### config.mk
export PLATFORM = sky130hd
export DESIGN_NAME = rau_reduce
export DESIGN_NICKNAME = d
export VERILOG_FILES = /design/src/design/rau_pkg.sv /design/src/design/rau_reduce.sv
export SDC_FILE = /design/constraint.sdc
export NUM_CORES = 2
export LEC_CHECK = 0
export BUFFER_PORTS_ARGS = -buffer_cell sky130_fd_sc_hd__buf_2
export CORE_ASPECT_RATIO = 1.5
export CORE_UTILIZATION = 40
export CTS_CLUSTER_SIZE = 12
export DETAILED_ROUTE_END_ITERATION = 8
export PLACE_DENSITY = 0.6
export RECOVER_POWER = 50
export SKIP_CTS_REPAIR_TIMING = 1
export SLEW_MARGIN = 20
export SYNTH_ARGS = -nofsm -noshare
export SYNTH_HDL_FRONTEND = slang
export SYNTH_SLANG_ARGS = --single-unit
### constraint.sdc
create_clock -name clk -period 13.75 [get_ports clk]
set_clock_uncertainty 0.2 [all_clocks]
set_input_delay 1.375 -clock clk [delete_from_list [all_inputs] [get_ports clk]]
set_output_delay 1.375 -clock clk [all_outputs]
set_load 0.02 [all_outputs]
### src/design/rau_pkg.sv
// Shared types and codes for the rational arithmetic unit.
`default_nettype none
package rau_pkg;

  localparam logic [2:0] K_ADD   = 3'd0;
  localparam logic [2:0] K_SUB   = 3'd1;
  localparam logic [2:0] K_MUL   = 3'd2;
  localparam logic [2:0] K_DIV   = 3'd3;
  localparam logic [2:0] K_EQ    = 3'd4;
  localparam logic [2:0] K_LT    = 3'd5;
  localparam logic [2:0] K_LE    = 3'd6;
  localparam logic [2:0] K_MAKE  = 3'd7;

  localparam logic [1:0] ST_OK   = 2'd0;
  localparam logic [1:0] ST_ZERO = 2'd1;
  localparam logic [1:0] ST_OVF  = 2'd2;

  typedef struct packed {
    logic [2:0]         kind;
    logic signed [31:0] a_num;
    logic signed [31:0] a_den;
    logic signed [31:0] b_num;
    logic signed [31:0] b_den;
  } rau_in_t;

  typedef struct packed {
    logic signed [31:0] res_num;
    logic [30:0]        res_den;
    logic               truth;
    logic [1:0]         status;
  } rau_out_t;

endpackage
`default_nettype wire

### src/design/rau_reduce.sv
// Fraction reducer: binary gcd, then two bit-serial divisions by the gcd.
`default_nettype none
module rau_reduce
  import rau_pkg::*;
(
  input  wire logic        clk,
  input  wire logic        rst,
  input  wire logic        start,
  input  wire logic [63:0] n_in,
  input  wire logic [63:0] d_in,
  output logic             done,
  output logic [63:0]      n_out,
  output logic [63:0]      d_out
);

  localparam logic [2:0] R_IDLE = 3'd0;
  localparam logic [2:0] R_GCD  = 3'd1;
  localparam logic [2:0] R_DIVN = 3'd2;
  localparam logic [2:0] R_DIVD = 3'd3;
  localparam logic [2:0] R_DONE = 3'd4;

  logic [2:0]  state;
  logic [63:0] n, d, u, v, g, quo, rem;
  logic [5:0]  k, cnt;

  logic [64:0] tmp, diff;
  logic        ge;
  logic [63:0] quo_next, rem_next;

  always_comb begin
    tmp      = {rem, quo[63]};
    diff     = tmp - {1'b0, g};
    ge       = tmp >= {1'b0, g};
    rem_next = ge ? diff[63:0] : tmp[63:0];
    quo_next = {quo[62:0], ge};
  end

  assign done  = (state == R_DONE);
  assign n_out = n;
  assign d_out = d;

  always_ff @(posedge clk) begin
    if (rst) begin
      state <= R_IDLE;
    end else begin
      case (state)
        R_IDLE: begin
          if (start) begin
            n <= n_in;
            if (n_in == 64'd0) begin
              d     <= 64'd1;
              state <= R_DONE;
            end else begin
              d     <= d_in;
              u     <= n_in;
              v     <= d_in;
              k     <= 6'd0;
              state <= R_GCD;
            end
          end
        end
        R_GCD: begin
          if (v == 64'd0) begin
            g     <= u << k;
            quo   <= n;
            rem   <= 64'd0;
            cnt   <= 6'd0;
            state <= R_DIVN;
          end else if (!u[0] && !v[0]) begin
            // strip common factors of two
            u <= u >> 1;
            v <= v >> 1;
            k <= k + 6'd1;
          end else if (!u[0]) begin
            u <= u >> 1;
          end else if (!v[0]) begin
            v <= v >> 1;
          end else if (u > v) begin
            u <= v;
            v <= u - v;
          end else begin
            v <= v - u;
          end
        end
        R_DIVN: begin
          cnt <= cnt + 6'd1;
          if (cnt == 6'd63) begin
            n   <= quo_next;
            quo <= d;
            rem <= 64'd0;
            state <= R_DIVD;
          end else begin
            quo <= quo_next;
            rem <= rem_next;
          end
        end
        R_DIVD: begin
          cnt <= cnt + 6'd1;
          quo <= quo_next;
          rem <= rem_next;
          if (cnt == 6'd63) begin
            d     <= quo_next;
            state <= R_DONE;
          end
        end
        R_DONE: begin
          state <= R_IDLE;
        end
        default: begin
          state <= R_IDLE;
        end
      endcase
    end
  end

endmodule
`default_nettype wire

==> impl_metrics.json <==
{
  "start_kind": "flip-flop",
  "reg2reg_to": "g[63]",
  "htree_levels": 2,
  "syn2layout_area_growth_pct": 9.55,
  "hold_path_depth": 2,
  "core.rowCount": 135,
  "seqPwrFrac_pct": 37.9,
  "holdWs_ns": 0.366,
  "final_max_slew_viol_count": 646,
  "power_frac_comb_pct": 30.0,
  "numCtsBuffers": 52,
  "grt_pass1_vias": 33800,
  "wire_per_inst_um": 28.9,
  "start_util_pct": 40.3,
  "min_period_over_period_pct": 58.8,
  "dpl.hpwl_um": 124000,
  "powerDensity_nw_per_um2": 114,
  "drt_pre_antenna_iters": 9,
  "grt_max_degree": 184,
  "path_max_fanout": 45,
  "drv_cap": 13,
  "synth_flop_cell": "edfxtp_1",
  "synth.area.top_cells": "edfxtp_1, nand2_1, ha_1",
  "cp-end-kind": "flip-flop",
  "fp.dieH_um": 371,
  "vias": 34200,
  "cts.sinks": 463,
  "root_buffer": "clkbuf_16",
  "drive_above_1_share_pct": 8.71,
  "antenna_left": 0,
  "status": "finished with violations",
  "io_pins": 260,
  "final.setup.tns_ns": 0,
  "worstMarginPinSlew_ns": 4.49,
  "min_from": "n_out[38]",
  "dieArea_um2": 92000,
  "power.switching_mw": 1.64,
  "cts.clk_slew.worst_paths_ns": 0.06,
  "syn_inst": 4269,
  "worstPathArrival_ns": 8.37,
  "clkPwrFrac_pct": 32.2,
  "antenna_found_initial": 20,
  "ir_drop_mv": 0.110,
  "n_fill_cell": 9194,
  "synth_top_area_share_pct": 38.0,
  "cp.required_ns": 14.04,
  "synth_nets": 4598,
  "clk_latency_ns": 0.68,
  "yosys.area.top_type": "edfxtp_1",
  "cts_tree": "yes",
  "clockBufferDepth": 3,
  "finalHoldViolations": 0,
  "gp_congestion": 1.02,
  "swShare_pct": 36.4,
  "ys_types": 93,
  "grt_pass1_wl_um": 229000,
  "rsz0062_at_grt": "no",
  "setup_viol": 0,
  "port_buffers": 259,
  "worst-r2r-setup-slack_ns": 5.66,
  "min_to": "quo[38]",
  "r2r_start": "k[0]",
  "wirelength_um": 160000,
  "dp.cells": 5447,
  "layout_min_cycle_time_ns": 8.09,
  "fp.coreArea_um2": 90000,
  "synthArstFlopShare_pct": 0,
  "internal_power_mw": 2.87,
  "die_w_um": 248,
  "dr.first_iter.drc_count": 3314,
  "syn_avg_cell_area_um2": 8.50,
  "violations": "design-rule violations, max-capacitance violations, max-slew violations",
  "synth_edf_count": 460,
  "hold_class": "reg2reg",
  "setup.worst_path.class": "reg2reg",
  "rr_worst_depth": 9,
  "synth_seq_cells": 463,
  "synthesis.area_um2": 36300,
  "grtUsageTotal_pct": 34.4,
  "slew-limit-headroom_pct": -199,
  "synth.yosys.warnings": 0,
  "final_cells": 5544,
  "drc": 11,
  "overflow": 0,
  "vias_per_cell": 6.17,
  "fmax_mhz": 124,
  "seq_area_frac_synth_pct": 38.2,
  "layout.nets": 4666,
  "p_leak_nw": 15.9
}
## state kept, by name, summed over array words and instances (netlist names)
signal	count
v	64
quo	64
u	64
state	3
d_out	64
rem	64
cnt	6
g	64
k	6
n_out	64
## worst max path at each step
stage                to   from
6_report          g[63]   k[0]
5_1_grt           g[63]   k[0]
4_1_cts           u[48]  v[29]
3_5_place_dp      u[42]  v[29]
3_3_place_gp      u[42]  v[29]
2_1_floorplan  n_out[0]    rst
## cells in the mapped netlist, drive strengths merged (58+ instances only)
| library cell | instances |
|---|---|
| mux2i | 78 |
| nor2 | 335 |
| inv | 312 |
| nand2 | 761 |
| clkbuf | 181 |
| a222oi | 63 |
| buf | 109 |
| nor3 | 58 |
| o21ai | 387 |
| ha | 195 |
| nand4 | 78 |
| edfxtp | 460 |
| a21oi | 466 |
| xnor2 | 80 |
## metrics by stage
step / util, % / power [mW] / instance area (um2) / setup WS, ns
after floorplan: - / 2.56 / 36300 / 1.22
after global placement: 42.5 / 3.05 / 38300 / 8.46
after detailed placement: 42.5 / 3.05 / 38300 / 8.37
after CTS: 44.4 / 4.49 / 40000 / 8.32
after global routing: 44.2 / 4.65 / 39800 / 5.13
final: 44.2 / 4.51 / 39800 / 5.66
## layout by cell type, fill, tap and decap left out, types with 35 or more instances in the layout
cell	netlist	layout
a21o_1	53	53
a21oi_1	465	464
a222oi_1	63	63
a31oi_1	35	35
buf_2	62	129
clkbuf_1	181	152
clkbuf_16	0	52
edfxtp_1	460	460
ha_1	195	195
inv_1	312	312
mux2_2	38	38
mux2i_1	78	78
mux4_2	53	53
nand2_1	761	759
nand4_1	74	74
nor2_1	335	332
nor3_1	57	55
nor4_1	49	47
o21ai_0	331	330
o21ai_1	54	54
o21bai_1	52	52
xnor2_1	80	80
xor2_1	37	37
## power by group through the flow
stage / clock, mW / sequential [mW] / combinational [mW]
floorplan: 0 / 1.73 / 0.834
global placement: 0 / 1.73 / 1.32
detailed placement: 0 / 1.73 / 1.32
CTS: 1.46 / 1.70 / 1.32
global route: 1.51 / 1.71 / 1.43
finish: 1.45 / 1.71 / 1.35
## cells by family after synthesis
kind of cell,count (synthesis),share of synthesized area (%)
and+or+nand+nor,1437,17.2
AOI/OAI and AO/OA,1280,21.5
buffers and inverters,603,6.68
DFF,463,38.2
adders and majority gates,198,6.89
muxes,171,6.70
xor gates and xnor gates,117,2.82
## layer usage
layer  GRT usage, %  part of all wire (%)  vias to the layer above
li1               -                     -                    15600
met1           35.4                    33                    16400
met2           59.3                    49                     1623
met3           6.56                   6.9                      550
met4           30.4                    11                       18
met5              0                 0.077                        -
## final cells by class
cell class / count / area, um2 / area share (%)
antenna: 8 / 20.0 / 0.0503
multi-input combinational: 3203 / 20100 / 50.6
timing repair buffer: 304 / 1450 / 3.64
tap: 1164 / 1460 / 3.66
clock inverter: 28 / 358 / 0.900
clock buffer: 61 / 1340 / 3.36
sequential: 463 / 13900 / 34.9
inverter: 313 / 1170 / 2.95
## worst max-delay path, cell delays in order, from the launching register on
cell,delay [ns]
edfxtp_1,0.33
clkbuf_1,2.00
clkbuf_1,2.39
mux2i_1,0.92
a21oi_1,0.74
mux2i_1,0.28
nand2_1,0.12
o21ai_0,0.31
mux2_2,0.42
o21ai_0,0.16
(Power assumes the default switching activity.)
